[config.mk]
export PLATFORM = sky130hd
export DESIGN_NAME = doublet_maneuver_sequencer_unit
export DESIGN_NICKNAME = d
export VERILOG_FILES = /design/src/hdl/dms_pkg.sv /design/src/hdl/doublet_maneuver_sequencer_unit.sv /design/src/hdl/dms_ctrl.sv /design/src/hdl/dms_dp.sv
export SDC_FILE = /design/constraint.sdc
export NUM_CORES = 2
export LEC_CHECK = 0
export BUFFER_PORTS_ARGS = -buffer_cell sky130_fd_sc_hd__buf_4
export CORE_AREA = 2 2 384 272
export DETAILED_ROUTE_END_ITERATION = 10
export DIE_AREA = 0 0 386 274
export HOLD_SLACK_MARGIN = 0.02
export PLACE_DENSITY = 0.78
export SYNTH_ARGS = -nofsm -noshare
export SYNTH_HDL_FRONTEND = slang
export SYNTH_HIERARCHICAL = 1
export SYNTH_SLANG_ARGS = --single-unit
[constraint.sdc]
create_clock -name clk -period 10.01 [get_ports clk]
set_clock_uncertainty 0.2 [all_clocks]
set_input_delay 2.002 -clock clk [delete_from_list [all_inputs] [get_ports clk]]
set_output_delay 2.002 -clock clk [all_outputs]
set_load 0.05 [all_outputs]
[src/hdl/dms_pkg.sv]
// shared types and constants for the doublet maneuver sequencer
`default_nettype none
package dms_pkg;

  localparam int unsigned QONE = 16384;

  // register indexes
  localparam logic [2:0] REG_HALF   = 3'd0;
  localparam logic [2:0] REG_SETTLE = 3'd1;
  localparam logic [2:0] REG_EGAIN  = 3'd2;
  localparam logic [2:0] REG_LGAIN  = 3'd3;
  localparam logic [2:0] REG_SWLVL  = 3'd4;
  localparam logic [2:0] REG_TURN   = 3'd5;
  localparam logic [2:0] REG_END    = 3'd6;

  // maneuver phases
  localparam logic [2:0] PH_IDLE   = 3'd0;
  localparam logic [2:0] PH_ARMED  = 3'd1;
  localparam logic [2:0] PH_FIRST  = 3'd2;
  localparam logic [2:0] PH_SECOND = 3'd3;
  localparam logic [2:0] PH_SETTLE = 3'd4;
  localparam logic [2:0] PH_AIL1   = 3'd5;
  localparam logic [2:0] PH_AIL2   = 3'd6;
  localparam logic [2:0] PH_AIL3   = 3'd7;

  // held pitch command codes
  localparam logic [1:0] HPC_ZERO  = 2'd0;
  localparam logic [1:0] HPC_PLUS  = 2'd1;
  localparam logic [1:0] HPC_MINUS = 2'd2;

  typedef struct packed {
    logic [31:0]        now_us;
    logic [11:0]        mode_channel;
    logic [11:0]        trigger_channel;
    logic signed [15:0] quat_w;
    logic signed [15:0] quat_x;
    logic signed [15:0] quat_y;
    logic signed [15:0] quat_z;
    logic signed [15:0] stick_roll;
    logic signed [15:0] stick_pitch;
    logic signed [15:0] stick_yaw;
    logic signed [15:0] stick_throttle;
  } in_item_t;

  typedef struct packed {
    logic signed [15:0] aileron_cmd;
    logic signed [15:0] elevator_cmd;
    logic signed [15:0] rudder_cmd;
    logic signed [15:0] throttle_cmd;
    logic [2:0]         phase_out;
  } out_item_t;

  // controller to datapath commands
  typedef struct packed {
    logic load;    // capture input transaction
    logic mul;     // one multiply step
    logic div_go;  // start divider
    logic div_stp; // one divider step
    logic fin;     // compute sequencing and result
    logic [2:0] mstep;
  } dp_cmd_t;

  typedef struct packed {
    logic div_done;
  } dp_sts_t;

  // saturate a signed value to plus or minus one
  function automatic logic signed [15:0] sat1(input logic signed [33:0] v);
    logic signed [15:0] r;
    if (v > 34'sd16384) r = 16'sd16384;
    else if (v < -34'sd16384) r = -16'sd16384;
    else r = v[15:0];
    return r;
  endfunction

endpackage
`default_nettype wire

[src/hdl/doublet_maneuver_sequencer_unit.sv]
// top level of the doublet maneuver sequencer
// sequence per transaction: capture, 5 multiply steps, divider start,
// bit-serial divider steps, then finish; the result is registered and held
// until taken, and no new transaction is accepted while one is in flight or
// its result waits; reset: synchronous active low, registers
// return to defaults, phase idle
`default_nettype none
module doublet_maneuver_sequencer_unit
  import dms_pkg::*;
(
  input  wire logic        clk,
  input  wire logic        rst_n,
  input  wire logic        in_valid,
  output logic             in_stall,
  input  wire in_item_t    in_data,
  output logic             out_valid,
  input  wire logic        out_stall,
  output out_item_t        out_data,
  input  wire logic        cfg_we,
  input  wire logic [2:0]  cfg_index,
  input  wire logic [24:0] cfg_wdata
);

  dp_cmd_t cmd;
  dp_sts_t sts;

  dms_ctrl u_ctrl (
    .clk(clk), .rst_n(rst_n), .in_valid(in_valid), .in_stall(in_stall),
    .out_valid(out_valid), .out_stall(out_stall), .sts(sts), .cmd(cmd)
  );

  dms_dp u_dp (
    .clk(clk), .rst_n(rst_n), .in_data(in_data), .cmd(cmd), .sts(sts),
    .out_data(out_data), .cfg_we(cfg_we), .cfg_index(cfg_index),
    .cfg_wdata(cfg_wdata)
  );

  // no new transaction while a result waits
  a_excl: assert property (@(posedge clk) disable iff (!rst_n)
    out_valid |-> in_stall) else $error("input taken while result pending");

  // result holds while stalled
  a_hold: assert property (@(posedge clk) disable iff (!rst_n)
    (out_valid && out_stall) |=> (out_valid && $stable(out_data)))
    else $error("result changed under stall");

  // commands are mutually exclusive
  a_cmd: assert property (@(posedge clk) disable iff (!rst_n)
    $onehot0({cmd.load, cmd.mul, cmd.div_go, cmd.div_stp, cmd.fin}))
    else $error("overlapping datapath commands");

endmodule
`default_nettype wire

[src/hdl/dms_ctrl.sv]
// controller state machine sequencing one transaction through the datapath
`default_nettype none
module dms_ctrl
  import dms_pkg::*;
(
  input  wire logic    clk,
  input  wire logic    rst_n,
  input  wire logic    in_valid,
  output logic         in_stall,
  output logic         out_valid,
  input  wire logic    out_stall,
  input  wire dp_sts_t sts,
  output dp_cmd_t      cmd
);

  typedef enum logic [5:0] {
    S_IDLE = 6'b000001,
    S_MUL  = 6'b000010,
    S_DGO  = 6'b000100,
    S_DIV  = 6'b001000,
    S_FIN  = 6'b010000,
    S_OUT  = 6'b100000
  } state_t;

  state_t state_r, state_nxt;
  logic [2:0] mstep_r, mstep_nxt;

  assign in_stall  = (state_r != S_IDLE);
  assign out_valid = (state_r == S_OUT);

  // next state and commands
  always_comb begin
    state_nxt = state_r;
    mstep_nxt = mstep_r;
    cmd = '0;
    cmd.mstep = mstep_r;
    unique case (state_r)
      S_IDLE: begin
        if (in_valid) begin
          cmd.load = 1'b1;
          mstep_nxt = '0;
          state_nxt = S_MUL;
        end
      end
      S_MUL: begin
        cmd.mul = 1'b1;
        mstep_nxt = mstep_r + 3'd1;
        if (mstep_r == 3'd4) state_nxt = S_DGO;
      end
      S_DGO: begin
        cmd.div_go = 1'b1;
        state_nxt = S_DIV;
      end
      S_DIV: begin
        cmd.div_stp = 1'b1;
        if (sts.div_done) state_nxt = S_FIN;
      end
      S_FIN: begin
        cmd.fin = 1'b1;
        state_nxt = S_OUT;
      end
      S_OUT: begin
        if (!out_stall) state_nxt = S_IDLE;
      end
      default: state_nxt = S_IDLE;
    endcase
  end

  // state register
  always_ff @(posedge clk) begin
    if (!rst_n) begin
      state_r <= S_IDLE;
      mstep_r <= '0;
    end else begin
      state_r <= state_nxt;
      mstep_r <= mstep_nxt;
    end
  end

endmodule
`default_nettype wire

[src/hdl/dms_dp.sv]
// datapath: roll sine, divider, phase sequencing and command mixing
`default_nettype none
module dms_dp
  import dms_pkg::*;
(
  input  wire logic         clk,
  input  wire logic         rst_n,
  input  wire in_item_t     in_data,
  input  wire dp_cmd_t      cmd,
  output dp_sts_t           sts,
  output out_item_t         out_data,
  input  wire logic         cfg_we,
  input  wire logic [2:0]   cfg_index,
  input  wire logic [24:0]  cfg_wdata
);

  // configuration registers
  logic [23:0] half_r;
  logic [24:0] settle_r;
  logic [14:0] egain_r, lgain_r;
  logic [11:0] swlvl_r;
  logic signed [15:0] turn_r, end_r;

  always_ff @(posedge clk) begin
    if (!rst_n) begin
      half_r   <= 24'd400000;
      settle_r <= 25'd3000000;
      egain_r  <= 15'd13107;
      lgain_r  <= 15'd9830;
      swlvl_r  <= 12'd1500;
      turn_r   <= 16'sd11583;
      end_r    <= -16'sd1428;
    end else if (cfg_we) begin
      unique case (cfg_index)
        REG_HALF:   half_r   <= cfg_wdata[23:0];
        REG_SETTLE: settle_r <= cfg_wdata;
        REG_EGAIN:  egain_r  <= cfg_wdata[14:0];
        REG_LGAIN:  lgain_r  <= cfg_wdata[14:0];
        REG_SWLVL:  swlvl_r  <= cfg_wdata[11:0];
        REG_TURN:   turn_r   <= cfg_wdata[15:0];
        REG_END:    end_r    <= cfg_wdata[15:0];
        default: ;
      endcase
    end
  end

  // captured transaction
  in_item_t it_r;
  always_ff @(posedge clk) begin
    if (cmd.load) it_r <= in_data;
  end

  // shared multiplier, one product per step
  logic signed [31:0] p_r;
  logic signed [32:0] n_r;
  logic signed [18:0] b_r;
  logic signed [37:0] d_r;
  logic signed [18:0] ma, mb;
  logic signed [37:0] prod;
  logic signed [31:0] mdiff;

  always_comb begin
    ma = '0;
    mb = '0;
    case (cmd.mstep)
      3'd0: begin ma = 19'(it_r.quat_w); mb = 19'(it_r.quat_x); end
      3'd1: begin ma = 19'(it_r.quat_y); mb = 19'(it_r.quat_z); end
      3'd2: begin ma = 19'(it_r.quat_x); mb = 19'(it_r.quat_z); end
      3'd3: begin ma = 19'(it_r.quat_w); mb = 19'(it_r.quat_y); end
      default: begin ma = b_r; mb = b_r; end
    endcase
    prod = ma * mb;
    mdiff = p_r - 32'(prod);
  end

  // accumulate n, m, then b and the denominator
  always_ff @(posedge clk) begin
    if (cmd.mul) begin
      case (cmd.mstep)
        3'd0: p_r <= 32'(prod);
        3'd1: n_r <= 33'(p_r) + 33'(prod);
        3'd2: p_r <= 32'(prod);
        3'd3: b_r <= 19'(mdiff >>> 13);
        default: d_r <= (38'sd1 <<< 28) - prod;
      endcase
    end
  end

  // restoring divider over |n| * 2^15 / |d|
  logic [46:0] dvd_r;
  logic [36:0] dmag_r;
  logic [36:0] rem_r;
  logic [46:0] quo_r;
  logic [5:0]  cnt_r;
  logic        neg_r;
  logic [38:0] trial;

  assign trial = {1'b0, rem_r, dvd_r[46]} - {2'b0, dmag_r};
  assign sts.div_done = (cnt_r == 6'd0);

  always_ff @(posedge clk) begin
    if (cmd.div_go) begin
      dvd_r  <= {(n_r < 0) ? 32'(-n_r) : 32'(n_r), 15'd0};
      dmag_r <= (d_r < 0) ? 37'(-d_r) : 37'(d_r);
      neg_r  <= (n_r < 0) ^ (d_r < 0);
      rem_r  <= '0;
      quo_r  <= '0;
      cnt_r  <= 6'd47;
    end else if (cmd.div_stp && cnt_r != 6'd0) begin
      dvd_r <= dvd_r << 1;
      cnt_r <= cnt_r - 6'd1;
      if (!trial[38]) begin
        rem_r <= trial[36:0];
        quo_r <= {quo_r[45:0], 1'b1};
      end else begin
        rem_r <= {rem_r[35:0], dvd_r[46]};
        quo_r <= {quo_r[45:0], 1'b0};
      end
    end
  end

  // roll sine, saturated
  logic signed [16:0] roll;
  always_comb begin
    if (d_r == '0) begin
      if (n_r > 0) roll = 17'sd32767;
      else if (n_r < 0) roll = -17'sd32768;
      else roll = '0;
    end else if (!neg_r) begin
      roll = (quo_r > 47'd32767) ? 17'sd32767 : 17'(quo_r);
    end else begin
      roll = (quo_r > 47'd32768) ? -17'sd32768 : -17'(quo_r);
    end
  end

  // sequencing state
  logic [2:0]  phase_r, ph;
  logic [31:0] stamp_r, stamp_n;
  logic        pol_r, pol_n;
  logic [1:0]  hpc_r, hpc;
  logic        thi, tlo, mhi;
  logic [31:0] el;
  logic [25:0] full;
  logic [26:0] fset;
  logic signed [1:0] hi, lo, da, dr, de;
  logic signed [16:0] rlo, rhi;
  out_item_t   res;

  always_comb begin
    thi = it_r.trigger_channel > swlvl_r;
    tlo = it_r.trigger_channel < swlvl_r;
    mhi = it_r.mode_channel > swlvl_r;
    full = {2'b0, half_r} + {2'b0, half_r};
    fset = {1'b0, full} + {2'b0, settle_r};
    ph = thi ? PH_IDLE : phase_r;
    stamp_n = stamp_r;
    pol_n = pol_r;
    el = it_r.now_us - stamp_r;
    if (tlo && ph == PH_ARMED) begin
      stamp_n = it_r.now_us;
      el = '0;
      pol_n = ~pol_r;
    end
    hi = pol_n ? 2'sd1 : -2'sd1;
    lo = -hi;
    rlo = pol_n ? -roll : roll;
    rhi = pol_n ? roll : -roll;
    hpc = hpc_r;
    da = '0;
    dr = '0;
    if (mhi) begin
      case (ph)
        PH_IDLE: begin hpc = HPC_ZERO; if (thi) ph = PH_ARMED; end
        PH_ARMED: begin
          hpc = HPC_ZERO;
          if (tlo) begin hpc = pol_n ? HPC_PLUS : HPC_MINUS; ph = PH_FIRST; end
        end
        PH_FIRST: begin
          hpc = pol_n ? HPC_PLUS : HPC_MINUS;
          if (el >= 32'(half_r)) begin
            hpc = pol_n ? HPC_MINUS : HPC_PLUS;
            ph = PH_SECOND;
          end
        end
        PH_SECOND: begin
          hpc = pol_n ? HPC_MINUS : HPC_PLUS;
          if (el >= 32'(full)) begin hpc = HPC_ZERO; ph = PH_IDLE; end
        end
        default: ;
      endcase
    end else begin
      hpc = HPC_ZERO;
      case (ph)
        PH_IDLE: if (thi) ph = PH_ARMED;
        PH_ARMED: if (tlo) begin dr = hi; ph = PH_FIRST; end
        PH_FIRST: begin
          dr = hi;
          if (el >= 32'(half_r)) begin dr = lo; ph = PH_SECOND; end
        end
        PH_SECOND: begin
          dr = lo;
          if (el >= 32'(full)) begin dr = '0; ph = PH_SETTLE; end
        end
        PH_SETTLE: if (el >= 32'(fset)) begin da = lo; ph = PH_AIL1; end
        PH_AIL1: begin
          da = lo;
          if (rlo >= 17'(turn_r)) begin da = hi; ph = PH_AIL2; end
        end
        PH_AIL2: begin
          da = hi;
          if (rhi >= 17'(turn_r)) begin da = lo; ph = PH_AIL3; end
        end
        default: begin
          da = lo;
          if (rlo >= 17'(end_r)) begin da = '0; ph = PH_IDLE; end
        end
      endcase
    end
    de = (hpc == HPC_PLUS) ? 2'sd1 : ((hpc == HPC_MINUS) ? -2'sd1 : 2'sd0);
    if (mhi) begin
      res.aileron_cmd  = sat1(34'(it_r.stick_roll));
      res.elevator_cmd = sat1(34'(de) * 34'($signed({1'b0, egain_r}))
                              - 34'(it_r.stick_pitch));
      res.rudder_cmd   = sat1(34'(it_r.stick_yaw));
    end else begin
      res.aileron_cmd  = sat1(34'(da) * 34'($signed({1'b0, lgain_r}))
                              + 34'(it_r.stick_roll));
      res.elevator_cmd = sat1(-34'(it_r.stick_pitch));
      res.rudder_cmd   = sat1(34'(dr) * 34'($signed({1'b0, lgain_r}))
                              + 34'(it_r.stick_yaw));
    end
    res.throttle_cmd = sat1(34'(it_r.stick_throttle));
    res.phase_out = ph;
  end

  // sequencing registers and result
  always_ff @(posedge clk) begin
    if (!rst_n) begin
      phase_r <= PH_IDLE;
      stamp_r <= '0;
      pol_r   <= 1'b1;
      hpc_r   <= HPC_ZERO;
    end else if (cmd.fin) begin
      phase_r <= ph;
      stamp_r <= stamp_n;
      pol_r   <= pol_n;
      hpc_r   <= hpc;
    end
  end

  always_ff @(posedge clk) begin
    if (cmd.fin) out_data <= res;
  end

endmodule
`default_nettype wire

Word level (Yosys, flattened, before mapping) --
Index checks and enable logic that the tools add are counted.
Word-level totals: bits in registers 703, bits in latches 0, RAM bits 0, ROM bits 0, bits of input ports 217, output and inout port bits 69, word-level logic and storage cells 231, memories 0
Operators by class: add/subtract/negate cells 18, multipliers 4, divide/modulo/power cells 0, $lt $le $gt $ge 28, equal/unequal tests 29, shift-type cells 0, multiplexer cells 79, bitwise gates (word level) 3, reductions and logical operators 30
Operators by type and width (count):
- $mux W16 | 13
- $gt A34 B16 Y1 const B | 4
- $lt A34 B15 Y1 const B | 4
- $mux W17 | 8
- $pmux W19 S3 | 2
- $mux W47 | 2
- $mux W37 | 2
- $mux W32 | 2
- $sub A32 B32 Y32 | 2
- $mul A2 B16 Y18 | 3
- $ge A17 B16 Y1 | 3
- $gt A16 B16 Y1 const B | 3
- $lt A16 B15 Y1 const B | 3
- $mux W48 | 1
- $gt A47 B15 Y1 const B | 1
- $gt A47 B16 Y1 const B | 1
- $sub A38 B37 Y39 | 1
- $add A18 B16 Y19 | 2
- $logic_not A38 Y1 | 1
- $lt A38 B1 Y1 const B | 1
- $mul A19 B19 Y38 | 1
- $sub A30 B38 Y38 const A | 1
- $neg A37 Y37 | 1
- $mux W2 | 18
- other kinds (51) | 111

Longest topological paths before layout --
depth in word-level cells 18, gate-level depth with buffers 55

By module --
Netlist, hierarchy kept.
By module, submodules not included:
- dms_dp | times used 1, cells each 6218, area each 57391.3 µm², sequential area each 18327.6 µm²
- dms_ctrl | times used 1, cells each 55, area each 474.2 µm², sequential area each 180.2 µm²

Worst setup path before layout --
OpenSTA, ideal clock, no wires.
kind reg-to-reg, start point reg u_dp.n_r[1], end point reg u_dp/out_data[57] (netlist name), arrival time 10458 ps, setup slack -779 ps, cell stages (with the launch flop) 50, clock period less this slack 10789 ps, cells stage by stage edfxtp_1 -> inv_1 -> ha_1 -> or3b_1 -> or3_1 -> nand2b_1 -> or3_1 -> or4_4 -> nor3_2 -> nor3_1 -> clkbuf_1 -> nor2_1 -> ha_1 -> and4_1 -> nand3_1 -> nor3_1 -> nand2_1 -> inv_1 -> [14 not listed] -> fa_1 -> a21o_1 -> a21oi_1 -> o21bai_1 -> a21oi_1 -> o21bai_1 -> a21oi_1 -> o21bai_1 -> a21oi_1 -> o21ai_0 -> a31o_2 -> a31oi_1 -> xor2_1 -> nand3_1 -> or4_4 -> o21ai_1 -> buf_4 -> a22o_1
RTL lines:
- from (decl) | line dms_dp.sv:55 | logic signed [32:0] n_r;
- from (signal assigned) | line dms_dp.sv:81 | 3'd1: n_r <= 33'(p_r) + 33'(prod);

==> results by group <==
Place
  • Final Wtd Congestion: 0.988
  • Buffers on Ports: 285
  • Final HPWL DP: 133 mm
  • Pre-CTS WS: -0.871 ns
  • Dpl cells: 8346

Worst setup path
  • CP peak stage delay: 0.50 ns
  • Crit-path slowest cell: fa_1
  • Setup crit end kind: register
  • CP Data Required Time: 10.34 ns
  • Crit path max fanout: 6
  • Setup crit start kind: register
  • Critical setup path kind: reg -> reg
  • Crit path top cell by count: a21oi_2
  • Crit path DAT: 10.85 ns

Drt
  • Top sig layer: met5
  • Vias: 49800
  • Final wirelength: 173 mm
  • Wl on met1: 78.5 mm
  • Antenna viol nets, final: 0
  • 1st-pass router iterations: 8
  • DRC viols: 0
  • Metal3 WL: 19.0 mm
  • Drt initial violations: 5086
  • Routed vias/inst: 5.82
  • Wire length on met2: 71.2 mm
  • Drt wl/cell: 20.2 µm

Cells and area
  • Area growth from synthesis to layout: 21.6%
  • Final cell count without fillers: 8563
  • NumNets Final: 8283
  • ANT cells: 0
  • Fillers: 7724
  • Share of layout cells above drive strength 1: 20.1%

Synthesis
  • Synth Cell Area: 57900 µm²
  • Syn. warnings: 6
  • Number of synthesized flops with an enable pin: 443
  • Syn Area/Cell: 9.22 µm²
  • Post-Synthesis Cells: 6273
  • #FFs+latches synth: 703
  • Register area share after synthesis: 32.0%
  • Synth cell types: 99
  • Post-synthesis net count: 7417
  • Synth async-reset ratio: 0%
  • Primary FF master, synth: edfxtp_1

Timing
  • Max Freq: 95.0 MHz
  • Max-slew violation count: 0
  • Rel. slew slack: 22.8%
  • Final worst-path cycle share: 105%
  • # setup viols final: 29
  • RSZ-0062 raised after global routing: true
  • Final hold viol count: 0
  • Min Hold Slack: 0.259 ns
  • Final WS setup: -0.513 ns
  • Slew @ Worst Pin: 1.15 ns
  • Crit path time final: 10.52 ns

Clocking
  • Clk root buf: clkbuf_16
  • Clock sink count: 703
  • Number of buffers created by CTS: 76
  • Clk slew on worst S/H paths: 0.07 ns
  • Clock Path Buffers: 3
  • TritonCTS clock tree: yes
  • Post-CTS Hold Fix Bufs: 0
  • Later-pin clock latency in the skew report: 0.67 ns
  • Htree depth: 3

GRT
  • Global-route wire length before repair: 267 mm
  • Initial antenna violation count: 8
  • Overall global routing resource usage: 32.2%
  • Grt total ovfl: 0
  • Largest net degree at the start of global routing: 198
  • Vias in the first global route: 48000

Run
  • Max Cap Viol: 0

Outcome
  • Status: complete, but fails checks
  • Failing checks: setup timing

Floorplan
  • Starting Density: 56.4%
  • DIE WIDTH: 386 µm
  • Die area: 106000 µm²
  • Ports: 286
  • Row count: 99
  • Die H: 274 µm
  • Core Footprint: 103000 µm²

Hold path
  • Worst min path class: reg -> reg
critical path, delay by kind of cell, from the launching register on:
family,cells,cell delay [ns]
xor gates and xnor gates,2,0.37
adders and majority gates,4,1.39
and+or+nand+nor,22,4.94
buffers and inverters,3,0.26
AOI/OAI and AO/OA,18,2.78
DFF,1,0.39
layout by cell type (no fill, tap or decap), types with 90 or more instances in the layout:
cell type  count
nand2_1      875
nand3_1      102
ha_1         492
o21ai_0      157
inv_1        772
nor2_1       448
a21oi_1      289
xor2_1        95
buf_4        979
nand2b_1      90
dfxtp_1      256
a21boi_0     109
edfxtp_1     443
fa_1         417
xnor2_1      212
per-stage QoR:
stage                     util, %  TNS, ns  area (µm²)
after floorplan                 -        0       58000
after global placement       64.3   -15.96       66000
after detailed placement     64.3   -24.11       66000
after CTS                    67.5    -8.76       69300
after global routing         68.5   -24.84       70300
final                        68.5    -9.35       70300
kinds of logic (layout without fill, tap and decap cells):
kind of cell             count (synthesis)  after routing  synth area share [%]
AO/OA/AOI/OAI                         1225           1225                  14.2
XOR/XNOR                               315            315                  4.78
adder cells (fa/ha/maj)                927            927                  25.5
buffers and inverters                 1002           1929                  6.54
flip-flops                             703            703                  32.0
multiplexers                            45             45                 0.796
AND/OR/NAND/NOR                       2056           2056                  16.3
area by class of cell:
| class | count | area [µm²] | area share (%) |
|---|---|---|---|
| well taps | 1363 | 1710 | 2.42 |
| inverters | 782 | 2940 | 4.19 |
| repair buffers | 1008 | 7780 | 11.1 |
| clock buffers | 95 | 2150 | 3.06 |
| flip-flops and latches | 703 | 18500 | 26.3 |
| multi-input cells | 4568 | 36900 | 52.4 |
| clock inverters | 44 | 368 | 0.523 |
flip-flops by register name (all words and copies together), names as in the netlist, 16 cells and up:
name           flops
u_dp/it_r        184
u_dp/out_data     67
u_dp/quo_r        47
u_dp/d_r          38
u_dp/dmag_r       37
u_dp/rem_r        37
u_dp/n_r          33
u_dp/dvd_r        32
u_dp/p_r          32
u_dp/stamp_r      32
u_dp/settle_r     25
u_dp/half_r       24
u_dp/b_r          19
u_dp/end_r        16
u_dp/turn_r       16
synth_stat cells, drive strengths merged, types with 37 or more instances:
library cell  count  share of area, %
a21oi           310               2.7
nand2b           96               1.1
nor3             96              0.84
o21ai           206               1.8
edfxtp          443                23
fa              420                15
xnor2           219               3.3
a21o             89               1.2
nor2b            62              0.67
ha              507                11
nand3           118               1.0
o211ai           66              0.86
o21a             44              0.57
a21boi          115               1.5
dfxtp           260               9.0
nand4            45              0.49
xor2             96               1.5
or3              37              0.41
or2              51              0.55
clkbuf          201               1.3
and2             58              0.63
nand2           884               5.7
nor2            462               3.0
inv             782               5.1
o31ai            38              0.49
nor4             40              0.43
a211oi           61              0.80
o21bai           43              0.56
mux2i            37              0.64
final timing paths:
kind                                    start                           to  slack (ns)  depth (start not counted)
setup / recovery        u_dp/n_r[0]$_DFFE_PP_  u_dp/out_data[59]$_DFFE_PP_       -0.51                         49
hold / removal    u_dp/quo_r[46]$_SDFFE_PP0P_  u_dp/quo_r[46]$_SDFFE_PP0P_        0.26                          2
setup reg to reg        u_dp/n_r[0]$_DFFE_PP_  u_dp/out_data[59]$_DFFE_PP_       -0.51                         49
hold reg to reg   u_dp/quo_r[46]$_SDFFE_PP0P_  u_dp/quo_r[46]$_SDFFE_PP0P_        0.26                          2
per-layer routing:
layer	GRT usage, %	vias to the layer above
li1	-	23100
met1	49.2	24100
met2	45.6	2314
met3	7.99	282
met4	7.00	14
met5	0	-
what timing repair did:
action / 4_1_cts / 5_1_grt
cloned: 0 / 1
endpoints found under the setup margin: 55 / 68
pin swaps: 76 / 113
gates resized for setup: 104 / 191
setup buffers: 58 / 28
Power is left out: the tool's default activity adds up to more than one toggle a clock period on the data nets, which glitch-free logic cannot reach.
